<file path="config.mk">
export PLATFORM = sky130hd
export DESIGN_NAME = ssu_ctrl
export DESIGN_NICKNAME = d
export VERILOG_FILES = /design/src/spectral_step_update_core_assert.svh /design/src/ssu_pkg.sv /design/src/ssu_ctrl.sv
export SDC_FILE = /design/constraint.sdc
export NUM_CORES = 1
export LEC_CHECK = 0
export ABC_CLOCK_PERIOD_IN_PS = 2300
export BUFFER_PORTS_ARGS = -buffer_cell sky130_fd_sc_hd__buf_2
export CAP_MARGIN = 25
export CORE_ASPECT_RATIO = 1.2
export CORE_MARGIN = 5
export CORE_UTILIZATION = 30
export CTS_CLUSTER_DIAMETER = 40
export DETAILED_ROUTE_END_ITERATION = 7
export GPL_ROUTABILITY_DRIVEN = 1
export PLACE_DENSITY_LB_ADDON = 0.05
export SLEW_MARGIN = 30
export SYNTH_ARGS = -nofsm -noshare
export SYNTH_HDL_FRONTEND = slang
export SYNTH_SLANG_ARGS = --single-unit
</file>
<file path="constraint.sdc">
create_clock -name clk -period 2.3 [get_ports clk]
set_clock_uncertainty 0.2 [all_clocks]
set_input_delay 0.69 -clock clk [delete_from_list [all_inputs] [get_ports clk]]
set_output_delay 0.69 -clock clk [all_outputs]
set_load 0.01 [all_outputs]
</file>
<file path="src/spectral_step_update_core_assert.svh">
// assertion macros for the rtl
`ifndef SPECTRAL_STEP_UPDATE_CORE_ASSERT_SVH
`define SPECTRAL_STEP_UPDATE_CORE_ASSERT_SVH

// same-cycle implication, off while in reset
`define SSU_ASSERT_NOW(lbl, ck, rn, ante, cons, msg) \
  lbl: assert property (@(posedge ck) disable iff (!(rn)) (ante) |-> (cons)) \
    else $error(msg);

// next-cycle implication, also active during reset
`define SSU_ASSERT_NEXT(lbl, ck, ante, cons, msg) \
  lbl: assert property (@(posedge ck) (ante) |=> (cons)) else $error(msg);

`endif

</file>
<file path="src/ssu_pkg.sv">
`default_nettype none

package ssu_pkg;

  localparam int VALUE_WIDTH_DEF = 32;
  localparam int FRAC_BITS_DEF   = 16;
  localparam int PROP_FRAC       = 16;
  localparam int PROP_W          = 17;
  localparam int DT_W            = 32;
  localparam int MODE_W          = 3;
  localparam int CFG_IDX_W       = 1;
  localparam int CFG_DATA_W      = 32;
  localparam int NSTAGE          = 6;

  localparam logic [MODE_W-1:0] MODE_DIFF  = 3'd0;
  localparam logic [MODE_W-1:0] MODE_AB1   = 3'd1;
  localparam logic [MODE_W-1:0] MODE_AB2   = 3'd2;
  localparam logic [MODE_W-1:0] MODE_HAB1  = 3'd3;
  localparam logic [MODE_W-1:0] MODE_HAB2  = 3'd4;
  localparam logic [MODE_W-1:0] MODE_BHAB1 = 3'd5;
  localparam logic [MODE_W-1:0] MODE_BHAB2 = 3'd6;

  localparam logic [CFG_IDX_W-1:0] REG_STEP_MODE = 1'b0;
  localparam logic [CFG_IDX_W-1:0] REG_TIME_STEP = 1'b1;

  // prefactors in units of dt/2
  typedef struct packed {
    logic [1:0] cin;
    logic [1:0] cout;
    logic       pout;
    logic       puu;
  } coef_t;

  typedef struct packed {
    logic [NSTAGE-1:0] en;
    coef_t             c_in;
    coef_t             c_s1;
    coef_t             c_s2;
  } ctl_t;

  function automatic coef_t coef_sel(input logic [MODE_W-1:0] mode, input logic first);
    coef_t c;
    c = '0;
    unique case (mode)
      MODE_DIFF:  c = '0;
      MODE_AB1:   c.cout = 2'd2;
      MODE_AB2: begin
        c.cout = 2'd3;
        c.pout = !first;
      end
      MODE_HAB1:  c.cin = 2'd2;
      MODE_HAB2: begin
        c.cin = 2'd3;
        c.puu = !first;
      end
      MODE_BHAB1: begin
        c.cin  = 2'd1;
        c.cout = 2'd1;
      end
      MODE_BHAB2: begin
        c.cin  = first ? 2'd2 : 2'd1;
        c.cout = 2'd2;
        c.pout = !first;
      end
      default:    c = '0;
    endcase
    return c;
  endfunction

endpackage

`default_nettype wire

</file>
<file path="src/ssu_ctrl.sv">
`default_nettype none

module ssu_ctrl import ssu_pkg::*; (
  input  wire logic              clk,
  input  wire logic              rst_n,
  input  wire logic              in_valid,
  input  wire logic [MODE_W-1:0] mode,
  input  wire logic              first_step,
  input  wire logic              last_in,
  input  wire logic              out_ready,
  output logic                   in_ready,
  output logic                   out_valid,
  output logic                   last_out,
  output ctl_t                   ctl
);

  logic [NSTAGE-1:0] v_r, v_nxt, en;
  logic [NSTAGE-1:0] last_r, last_nxt;
  coef_t             c_in, c1_r, c2_r;

  // a stage loads when empty or when the one after it moves
  always_comb begin
    en[NSTAGE-1] = !v_r[NSTAGE-1] || out_ready;
    for (int k = NSTAGE - 2; k >= 0; k--) begin
      en[k] = !v_r[k] || en[k+1];
    end
  end

  always_comb begin
    v_nxt[0]    = en[0] ? in_valid : v_r[0];
    last_nxt[0] = en[0] ? last_in : last_r[0];
    for (int k = 1; k < NSTAGE; k++) begin
      v_nxt[k]    = en[k] ? v_r[k-1] : v_r[k];
      last_nxt[k] = en[k] ? last_r[k-1] : last_r[k];
    end
  end

  assign c_in = coef_sel(mode, first_step);

  always_ff @(posedge clk) begin
    if (!rst_n) begin
      v_r <= '0;
    end else begin
      v_r <= v_nxt;
    end
  end

  always_ff @(posedge clk) begin
    last_r <= last_nxt;
    if (en[0]) begin
      c1_r <= c_in;
    end
    if (en[1]) begin
      c2_r <= c1_r;
    end
  end

  assign in_ready  = en[0];
  assign out_valid = v_r[NSTAGE-1];
  assign last_out  = last_r[NSTAGE-1];
  assign ctl       = '{en: en, c_in: c_in, c_s1: c1_r, c_s2: c2_r};

endmodule

`default_nettype wire

</file>
Word-level counts from Yosys, hierarchy flattened --
Cells that the tools add are included.
Storage, ports and cells: flip-flop bits (word level) 24
Cells by class: eq/ne operators 6, mux-type cells 5, reductions and logical operators 15
Operators with widths (number):
- 3-bit equality test (second input constant) | 3
- 2-bit case mux with 4 select lines | 1
- 1-bit logical NOT | 7
- 3-bit by 2-bit equality test with 1-bit output (second input constant) | 2
- 1-bit logical OR | 6
- 2-bit case mux with 3 select lines | 1
- 2-bit OR reduction | 2
- 3-bit by 1-bit equality test with 1-bit output (second input constant) | 1
- 1-bit two-way mux | 2
- 2-bit two-way mux | 1

Longest topological paths before layout --
Gate-level depths: netlist of run 1.
depth in word-level cells 7, gate-level depth with buffers 5

Worst setup path before layout of run 1 --
Ideal clock, no wire load.
kind input port to output port, start point input out_ready, end point output ctl[18] in the netlist's numbering, data arrival time 1537 ps, required time 1410 ps, setup slack -127 ps, stages on the path 5, path buffers 1, cells stage by stage and4b_1 -> inv_1 -> nor2_1 -> inv_1 -> buf_4
RTL lines:
- start: declaration | RTL line ssu_ctrl.sv:10 | input wire logic out_ready,
- end: declaration | RTL line ssu_ctrl.sv:14 | output ctl_t ctl

==> impl_results.md, run 1 <==
- GRT overflow: 0
- Crit-path max FO: 3
- Slew @ Worst Pin: roughly 260 ps
- Count leader, synth: edfxtp_1
- Mapped Area: 860 µm²
- Die Footprint: just over 4000 µm²
- Via-to-Cell Ratio: 4.29
- Fin cells: 135
- Core Region: 2790 µm²
- Post-synth top flop: edfxtp_1
- HPWL Detailed: around 1.3 mm
- Initial Util: 30.9%
- Post-Syn Area per Cell: roughly 15 µm²
- Wire length on met2: 867 µm
- DR WL/cell: around 13 µm
- Nets@finish: 111
- Critical path launch point: out_ready
- Main area contributors after synthesis: edfxtp_1 (63%), dfxtp_1 (14%), o21a_1 (3.5%), nand2_1 (2.2%), nand2b_1 (2.2%)
- Area share of the largest cell type after synthesis: 62.9%
- TritonCTS Buffers: 3
- Highest metal used: met4
- H-tree Lvls: 1
- Port Buffer Count: 35
- Max-cap violations: 0
- Mapped Nets: 66
- CTS max path bufs: 2
- Post-synthesis cell count: 57
- Setup repair bufs after CTS: 0
- Worst path slowest cell: and4b_2
- Top cell type by total area after synthesis: edfxtp_1
- N_diodes: 0
- Metal3 WL: around 130 µm
- DRT antenna net count: 0
- Outcome: finished with violations
- Unrepaired setup endpoints after global routing: true
- Failing checks: setup timing
- Yosys warnings: 0
- Vias in the first global route: between 500 and 600
- Slew Limit Fails: 0
- #FFs+latches synth: 24
- Slew HR: 82.5%
- CTS tree: built
- TNS Setup: -98.6 ps
- Gr usage total: under 10%
- Setup violations, final: 4
- CP Class: input port to output port
- P&R area growth vs syn: 40.5%
- CP Data Arrival Time: 1450 ps
- Worst r2r path cells: 4
- I/O pins: 36
- Register area share after synthesis: 76.9%
- Clock Latency Late Sink: 300 ps
- Share of cells above drive strength 1: a little over half
- Crit-path cells: buf_6 -> and4b_2 -> and2_4 -> nand2_4 -> buf_6
- Static Leak: 0.530 nW
- Total power: 733 µW
- RR Endpoint: ctl[5]
- Fin crit share: 102%
- Unique masters post-synth: 21
- Crit end category: output port
- Fin. Hold Viols: 0
- Final hold slack: 235 ps
- Initial DRT Pass Iterations: 2
- Via count: 579
- Number of clock sinks: 24
- Hold Crit Class: flop to flop
- Root buffer cell: clkbuf_4
- Hold buffer count at CTS: 0
- Pin count of the biggest net entering global routing: 14
- Remaining DRCs: 0
- Drt first-iter violations: 9
- WL final: 1.71 mm
- Setup ws final: -36.7 ps
- Placed Cells: 131
- Synth async-reset ratio: 0%
- Placer Congestion: between 0.6 and 0.7
- First-pass GRT wire length: between 2 and 3 mm
- Worst path max stage delay: 300 ps
- Worst IR Drop VDD: roughly 280 µV
- Most used cell, CP: buf_6
- Met1 Routed Length: 691 µm
- Die span in x: 58.9 µm
- CTS clock-pin slew for the worst setup and hold paths: 130 ps
- R2r setup slk: 790 ps
- Die Span Y: 68.6 µm
- Post-synth EDFFs: 18
- Crit path launch type: input port
- Final min period: 2340 ps
- Max frequency: 428 MHz
- Initial antenna violation count: 0
- Crit path capture: ctl[19]
- Power Density: approximately 600 nW/µm²
- Commonest cells post-synth: edfxtp_1 (18), dfxtp_1 (6), nand2_1 (5), o21a_1 (4)
- Core Rows: 21
- Reg2reg start: v_r[4]
- Critical Path RT: between 1000 and 1500 ps
## routing by layer
layer	GRT usage [%]	up-vias
li1	-	289
met1	9.85	269
met2	15.1	19
met3	2.79	2
met4	5.10	0
met5	0	-
## what timing repair did
action                                  4_1_cts  5_1_grt
endpoints found under the hold margin         0        0
endpoints found under the setup margin        5        8
pin swaps                                     1        0
resized for setup                             9        5
## cell families after synthesis
group / after synthesis / synth area share [%]
compound gates: 9 / 6.99
buf+inv: 5 / 2.62
simple gates: 18 / 12.4
flops: 24 / 76.9
mux: 1 / 1.16
## final cells by class
cell class                 count  area [µm²]
fill                         293        1580
sequential                    24         661
timing repair buffer          41         258
multi-input combinational     28         203
tap                           34        42.5
clock buffer                   3        22.5
inverter                       4        17.5
clock inverter                 1        3.75
## state kept, by name (all words and copies together), names as in the netlist
register,flops
last_r,6
ctl,12
v_r,6
## critical path: cells and delay by family
| family | cells | cell delay [ps] |
|---|---|---|
| AND/OR/NAND/NOR | 3 | 540 |
| buffers and inverters | 2 | 210 |
## cell usage in the layout (no fill, tap or decap)
master and count:
buf_2 29, edfxtp_1 18, buf_6 6, buf_4 6
dfxtp_1 6, nand2_1 4, o21a_1 4, nor2b_1 3
nand2b_1 3, clkbuf_4 3, inv_2 2, inv_1 1
and4b_2 1, and2_4 1, nand2_4 1, nand3_1 1
nor2_4 1, inv_4 1, o21ai_1 1, o21ai_0 1
and2_1 1, mux2i_2 1, o22ai_1 1, nor3b_1 1
nor4b_2 1, o21ai_2 1, a21oi_1 1, clkinv_1 1
## report_power, final
part | leakage, nW | switching [mW] | internal (mW)
Combinational | 0.263 | 0.0317 | 0.0274
Clock | 0.0154 | 0.117 | 0.0632
Sequential | 0.252 | 0.00774 | 0.485
Total | 0.530 | 0.157 | 0.576
## worst min path at each step
stage                     startpoint        end  slack (ps)  cells past startpoint
after floorplan            last_r[0]  last_r[1]         200                      0
after global placement     last_r[3]  last_r[4]         200                      0
after detailed placement   last_r[2]  last_r[3]         200                      0
after CTS                  last_r[2]  last_r[3]         240                      0
after global routing       last_r[1]  last_r[2]         250                      0
final                      last_r[2]  last_r[3]         230                      0
## metrics by stage
stage	utilization (%)	area, µm²	worst slack, ps
detailed placement	40.1	1120	-111
CTS	42.9	1190	-55.7
floorplan	-	862	7.15
global placement	40.1	1120	-92.1
global route	43.4	1210	-72.3
finish	43.4	1210	-36.7
(Power assumes the default switching activity.)
==> inputs of run 2 (changes only) <==
==> constraint.sdc (replaced) <==
create_clock -name clk -period 2.3 [get_ports clk]
set_clock_uncertainty 0.2 [all_clocks]
set_input_delay 0.69 -clock clk [delete_from_list [all_inputs] [get_ports clk]]
set_output_delay 0.69 -clock clk [all_outputs]
set_load 0.02 [all_outputs]
==> run 2 against run 1 <==
Net effect: the run still ends with setup timing left; clock power hardly changed; power rose by 3.3%; clock-buffer cell count unchanged; sequential share of layout area fell by 2.5 points; critical path depth unchanged; worst hold slack got worse by 1.5 ps; combinational power rose by 40%; wire length up 1.9%; utilization is 2.1 points higher.
==> impl_results.md, run 2 (synthesis gave the netlist of run 1 again) <==
- Outcome: finished with violations (unchanged)
- Failing checks: setup timing (unchanged)
- Max frequency: 426 MHz (was 428 MHz)
- First-pass GRT wire length: 2.62 mm (was 2.60 mm)
- Core Region: 2790 µm² (unchanged)
- Worst path max stage delay: 310 ps (was 300 ps)
- Setup ws final: -50.0 ps (was -36.7 ps)
- Worst path slowest cell: and4b_2 (unchanged)
- Clock Latency Late Sink: 300 ps (about the same)
- Critical Path RT: 1410 ps (about the same)
- Cell Area, Placed: 1120 µm² (about the same)
- Most used cell, CP: buf_6 (unchanged)
- Slew Limit Fails: 0 (unchanged)
- Slew HR: 85.9% (was 82.5%)
- Fin crit share: 102% (about the same)
- TritonCTS Buffers: 3 (unchanged)
- CP Data Arrival Time: 1460 ps (was 1450 ps)
- WL final: 1.74 mm (was 1.71 mm)
- DRT antenna net count: 0 (unchanged)
- Max-cap violations: 0 (unchanged)
- Unrepaired setup endpoints after global routing: true (unchanged)
- Via-to-Cell Ratio: 4.45 (was 4.29)
- CTS tree: built (unchanged)
- Crit path max-delay family: simple AND/OR/NAND/NOR gates (unchanged)
- Power Density: 599 nW/µm² (was 607 nW/µm²)
- Fin area: 1260 µm² (was 1210 µm²)
- Via count: 627 (was 579)
- Fillers: 284 (was 293)
- WP buf/inv: 2 (unchanged)
- Initial DRT Pass Iterations: 4 (was 2)
- GRT overflow: 0 (unchanged)
- Pin count of the biggest net entering global routing: 14 (unchanged)
- Initial antenna violation count: 0 (unchanged)
- Crit-path cells: buf_6 -> and4b_2 -> and2_4 -> nand2_4 -> buf_6 (unchanged)
- Commonest non-fill, non-tap cell in the layout: buf_2 (unchanged)
- Port Buffer Count: 35 (unchanged)
- DR WL/cell: 12.3 µm (was 12.6 µm)
- TNS Setup: -160 ps (was -98.6 ps)
- P&R area growth vs syn: 47.2% (was 40.5%)
- Setup violations, final: 5 (was 4)
- Slew @ Worst Pin: 205 ps (was 263 ps)
- Cells on Worst Hold Path: 0 (unchanged)
- Placer Congestion: 0.697 (was 0.637)
- Core Rows: 21 (unchanged)
- Worst r2r path cells: 5 (was 4)
- Largest register FFs: 12 (unchanged)
- Share of cells above drive strength 1: 57.0% (was 53.5%)
- Most frequent cells in the layout: buf_2 (28), edfxtp_1 (18), buf_4 (15) (was buf_2 (29), edfxtp_1 (18), buf_6 (6), buf_4 (6), dfxtp_1 (6))
- Vias in the first global route: 592 (was 593)
- Drt first-iter violations: 8 (was 9)
- Critical path depth: 5 (unchanged)
- Die Footprint: 4040 µm² (unchanged)
- Number of clock sinks: 24 (unchanged)
- Remaining DRCs: 0 (unchanged)
- Die span in x: 58.9 µm (unchanged)
- R2r setup slk: 680 ps (was 790 ps)
- Gr usage total: 8.61% (was 8.91%)
- HPWL Detailed: 1.32 mm (was 1.34 mm)
- N_diodes: 0 (unchanged)
- Worst IR Drop VDD: 252 µV (was 285 µV)
- Nets@finish: 117 (was 111)
- Crit-path max FO: 3 (unchanged)
- CTS max path bufs: 2 (unchanged)
- Final min period: 2350 ps (was 2340 ps)
- Initial Util: 30.9% (unchanged)
- Crit end category: output port (unchanged)
- Hold Crit Class: flop to flop (unchanged)
- Root buffer cell: clkbuf_4 (unchanged)
- Static Leak: 0.574 nW (was 0.530 nW)
- Crit path launch type: input port (unchanged)
- I/O pins: 36 (unchanged)
- CP Class: input port to output port (unchanged)
- Die Span Y: 68.6 µm (unchanged)
- H-tree Lvls: 1 (unchanged)
- CTS clock-pin slew for the worst setup and hold paths: 120 ps (was 130 ps)
- Fin. Hold Viols: 0 (unchanged)
- Pre-CTS WS: -117 ps (was -111 ps)
run 2: cell count changes in the layout (fill, tap and decap cells not counted), sizes merged:
cell  change
buf       +6
run 2: layout make-up:
class,count,area (µm²),share of cell area (%)
Timing Repair Buffer,47,298,23.5
Inverter,4,15.0,1.19
Clock inverter,1,3.75,0.297
Sequential cell,24,661,52.2
Multi-Input combinational cell,28,223,17.6
Clock buffer,3,22.5,1.78
Tap cell,34,42.5,3.36
run 2: repair_timing:
action                     4_1_cts  5_1_grt
hold buffers                     0        0
pin swaps                        2        0
gates resized for setup         13        5
setup endpoints to repair        5        7
buffers inserted                 2        4
run 2: path summary, 6_finish.rpt:
kind,from,end
hold / removal,last_r[3],last_r[4]
hold reg to reg,last_r[3],last_r[4]
setup / recovery,out_ready,ctl[19]
setup reg to reg,v_r[4],last_r[1]
run 2: per-stage QoR:
step / util [%] / power [mW] / hold WS (ps) / instances
6_report: 45.4 / 0.757 / 233 / 141
5_1_grt: 45.4 / 0.793 / 241 / 141
4_1_cts: 43.4 / 0.761 / 236 / 137
3_5_place_dp: 40.3 / 0.578 / 206 / 131
3_3_place_gp: 40.3 / 0.576 / 202 / 131
2_1_floorplan: - / 0.541 / 200 / 57
run 2: report_power, final:
group | switching [mW] | internal, mW
Sequential | 0.00744 | 0.485
Clock | 0.118 | 0.0633
Combinational | 0.0496 | 0.0332
run 2: routing by layer:
| metal | track usage (%) | vias up | wire (µm) |
|---|---|---|---|
| li1 | - | 303 | - |
| met1 | 11.6 | 299 | 783 |
| met2 | 12.8 | 25 | 813 |
| met3 | 2.61 | 0 | 142 |
| met4 | 3.40 | 0 | 0 |
| met5 | 0 | - | 0 |
==> inputs of run 3 (changes only) <==
--- a/config.mk
+++ b/config.mk
@@ -5,6 +5,7 @@
 export SDC_FILE = /design/constraint.sdc
 export NUM_CORES = 1
 export LEC_CHECK = 0
+export ABC_AREA = 1
 export ABC_CLOCK_PERIOD_IN_PS = 2300
 export BUFFER_PORTS_ARGS = -buffer_cell sky130_fd_sc_hd__buf_2
 export CAP_MARGIN = 25
==> run 3 against run 2 <==
Net effect: the run now ends clean; maximum frequency is 4.0% higher; register-to-register slack gained 60 ps; first-iteration DRC count grew to 2.9 times the previous value; global-route usage is 0.61 points lower; wire length is 6.0% lower; flip-flop and latch count is the same; die area up 1.4%; power increased by 1.2%; via count decreased by 3.3%; critical path depth stayed put; non-clock buffer count did not move; final cell count rose by 2.1%; largest power group unchanged.
==> impl_results.md, run 3 <==
- Commonest non-fill, non-tap cell in the layout: buf_2 (unchanged)
- Static Leak: 0.592 nW (was 0.574 nW)
- Top cell type by total area after synthesis: edfxtp_1 (unchanged)
- #FFs+latches synth: 24 (unchanged)
- Clock Latency Late Sink: 300 ps (about the same)
- Gr usage total: 8.00% (was 8.61%)
- Metal3 WL: 180 µm (was 142 µm)
- CTS max path bufs: 2 (unchanged)
- Initial antenna violation count: 0 (unchanged)
- Total power: 766 µW (was 757 µW)
- Area share of the largest cell type after synthesis: 61.9% (was 62.9%)
- Share of cells above drive strength 1: 54.5% (was 57.0%)
- Post-synth EDFFs: 18 (unchanged)
- Commonest cells post-synth: edfxtp_1 (18), inv_1 (10), dfxtp_1 (6), a21oi_1 (5), nand2_1 (4) (was edfxtp_1 (18), dfxtp_1 (6), nand2_1 (5), o21a_1 (4))
- N_diodes: 0 (unchanged)
- Post-synth top flop: edfxtp_1 (unchanged)
- Via-to-Cell Ratio: 4.21 (was 4.45)
- CTS tree: built (unchanged)
- Placer Congestion: 0.812 (was 0.697)
- TritonCTS Buffers: 3 (unchanged)
- Crit path max-delay family: buffers and inverters (was simple AND/OR/NAND/NOR gates)
- Fin area: 1270 µm² (was 1260 µm²)
- Number of clock sinks: 24 (unchanged)
- Wire length on met2: 776 µm (was 813 µm)
- Final min period: 2260 ps (was 2350 ps)
- Highest metal used: met4 (was met3)
- Die Footprint: 4090 µm² (was 4040 µm²)
- CTS clock-pin slew for the worst setup and hold paths: 120 ps (about the same)
- Fin. Hold Viols: 0 (unchanged)
- Unique masters post-synth: 18 (was 21)
- WL final: 1.64 mm (was 1.74 mm)
- Placed Cells: 137 (was 131)
- Yosys warnings: 0 (unchanged)
- Critical path depth: 5 (unchanged)
- Largest register FFs: 12 (unchanged)
- I/O pins: 36 (unchanged)
- Post-Syn Area per Cell: 14.6 µm² (was 15.1 µm²)
- Via count: 606 (was 627)
- Port Buffer Count: 35 (unchanged)
- P&R area growth vs syn: 45.4% (was 47.2%)
- Max-cap violations: 0 (unchanged)
- WP buf/inv: 2 (unchanged)
- Worst IR Drop VDD: 323 µV (was 252 µV)
- Die span in x: 59.3 µm (was 58.9 µm)
- Main area contributors after synthesis: edfxtp_1 (62%), dfxtp_1 (14%), inv_1 (4.3%), a21oi_1 (2.9%), nor2_8 (2.3%) (was edfxtp_1 (63%), dfxtp_1 (14%), o21a_1 (3.5%), nand2_1 (2.2%), nand2b_1 (2.2%))
- Cell Area, Placed: 1170 µm² (was 1120 µm²)
- Post-synthesis cell count: 60 (was 57)
- Setup ws final: 41.0 ps (was -50.0 ps)
- First-pass GRT wire length: 2.49 mm (was 2.62 mm)
- Crit-path max FO: 4 (was 3)
- Hold buffer count at CTS: 0 (unchanged)
- Met1 Routed Length: 657 µm (was 783 µm)
- DR WL/cell: 11.4 µm (was 12.3 µm)
- Crit-path cells: buf_2 -> nand2_2 -> a21oi_1 -> a211oi_2 -> buf_4 (was buf_6 -> and4b_2 -> and2_4 -> nand2_4 -> buf_6)
- Initial DRT Pass Iterations: 4 (unchanged)
- Mapped Area: 873 µm² (was 860 µm²)
- Root buffer cell: clkbuf_4 (unchanged)
- Unrepaired setup endpoints after global routing: true (unchanged)
- GRT overflow: 0 (unchanged)
- Final hold slack: 235 ps (was 233 ps)
- Remaining DRCs: 0 (unchanged)
- Worst path max stage delay: 230 ps (was 310 ps)
- Slew HR: 83.2% (was 85.9%)
- Most frequent cells in the layout: buf_2 (28), edfxtp_1 (18), buf_4 (16) (was buf_2 (28), edfxtp_1 (18), buf_4 (15))
- Slew @ Worst Pin: 249 ps (was 205 ps)
- HPWL Detailed: 1.30 mm (was 1.32 mm)
- H-tree Lvls: 1 (unchanged)
- Nets@finish: 120 (was 117)
- TNS Setup: 0 ps (was -160 ps)
- Worst path slowest cell: a211oi_2 (was and4b_2)
- Max frequency: 443 MHz (was 426 MHz)
- Cells on Worst Hold Path: 0 (unchanged)
- Synth async-reset ratio: 0% (unchanged)
- DRT antenna net count: 0 (unchanged)
- Die Span Y: 69.1 µm (was 68.6 µm)
- Hold Crit Class: flop to flop (unchanged)
- Pre-CTS WS: -28.2 ps (was -117 ps)
- CP Class: input port to output port (unchanged)
- Vias in the first global route: 559 (was 592)
- Pin count of the biggest net entering global routing: 14 (unchanged)
- CP Data Arrival Time: 1370 ps (was 1460 ps)
- Mapped Nets: 69 (was 66)
- Outcome: completed (was finished with violations)
- Count leader, synth: edfxtp_1 (unchanged)
- Fin cells: 144 (was 141)
- Power Density: 603 nW/µm² (was 599 nW/µm²)
- Drt first-iter violations: 23 (was 8)
- Crit path launch type: input port (unchanged)
- Core Rows: 21 (unchanged)
- Worst r2r path cells: 5 (unchanged)
- Critical Path RT: 1410 ps (about the same)
- Fin crit share: 98.2% (was 102%)
- Post-Route Utilization: 45.6% (was 45.4%)
- Core Region: 2790 µm² (unchanged)
- Register area share after synthesis: 75.6% (was 76.9%)
- Setup violations, final: 0 (was 5)
- Initial Util: 31.4% (was 30.9%)
- Slew Limit Fails: 0 (unchanged)
- Crit end category: output port (unchanged)
-- run 3: cell families after synthesis --
family | synth area share [%]
flip-flops | 75.6
AND/OR/NAND/NOR | 11.7
AO/OA/AOI/OAI | 7.02
buffers and inverters | 5.59
-- run 3: worst paths after layout --
check / from / to / slack [ps]
worst max register to register: v_r[5] / ctl[9] / 740
worst min-delay path: last_r[1] / last_r[2] / 230
worst min register to register: last_r[1] / last_r[2] / 230
worst max-delay path: mode[1] / ctl[17] / 40
-- run 3: cell type report --
cell class / instances / area, µm²
well taps: 34 / 42.5
fillers: 289 / 1520
flip-flops and latches: 24 / 661
multi-input cells: 24 / 189
repair buffers: 47 / 298
clock buffers: 4 / 26.3
inverters: 11 / 53.8
-- run 3: layer usage --
metal	GRT usage, %	vias to the layer above
li1	-	308
met1	9.42	272
met2	12.2	24
met3	2.99	2
met4	4.53	0
met5	0	-
-- run 3: power breakdown --
part,switching (mW),total (mW),internal (mW),leakage (nW)
logic,0.0548,0.0911,0.0363,0.326
registers,0.00825,0.494,0.486,0.251
clock network,0.113,0.181,0.0674,0.0150
-- run 3: timing repair --
item	4_1_cts	5_1_grt
pin swaps	1	2
setup buffers	0	3
cloned	0	0
gates resized for setup	1	14
setup endpoints to repair	4	7
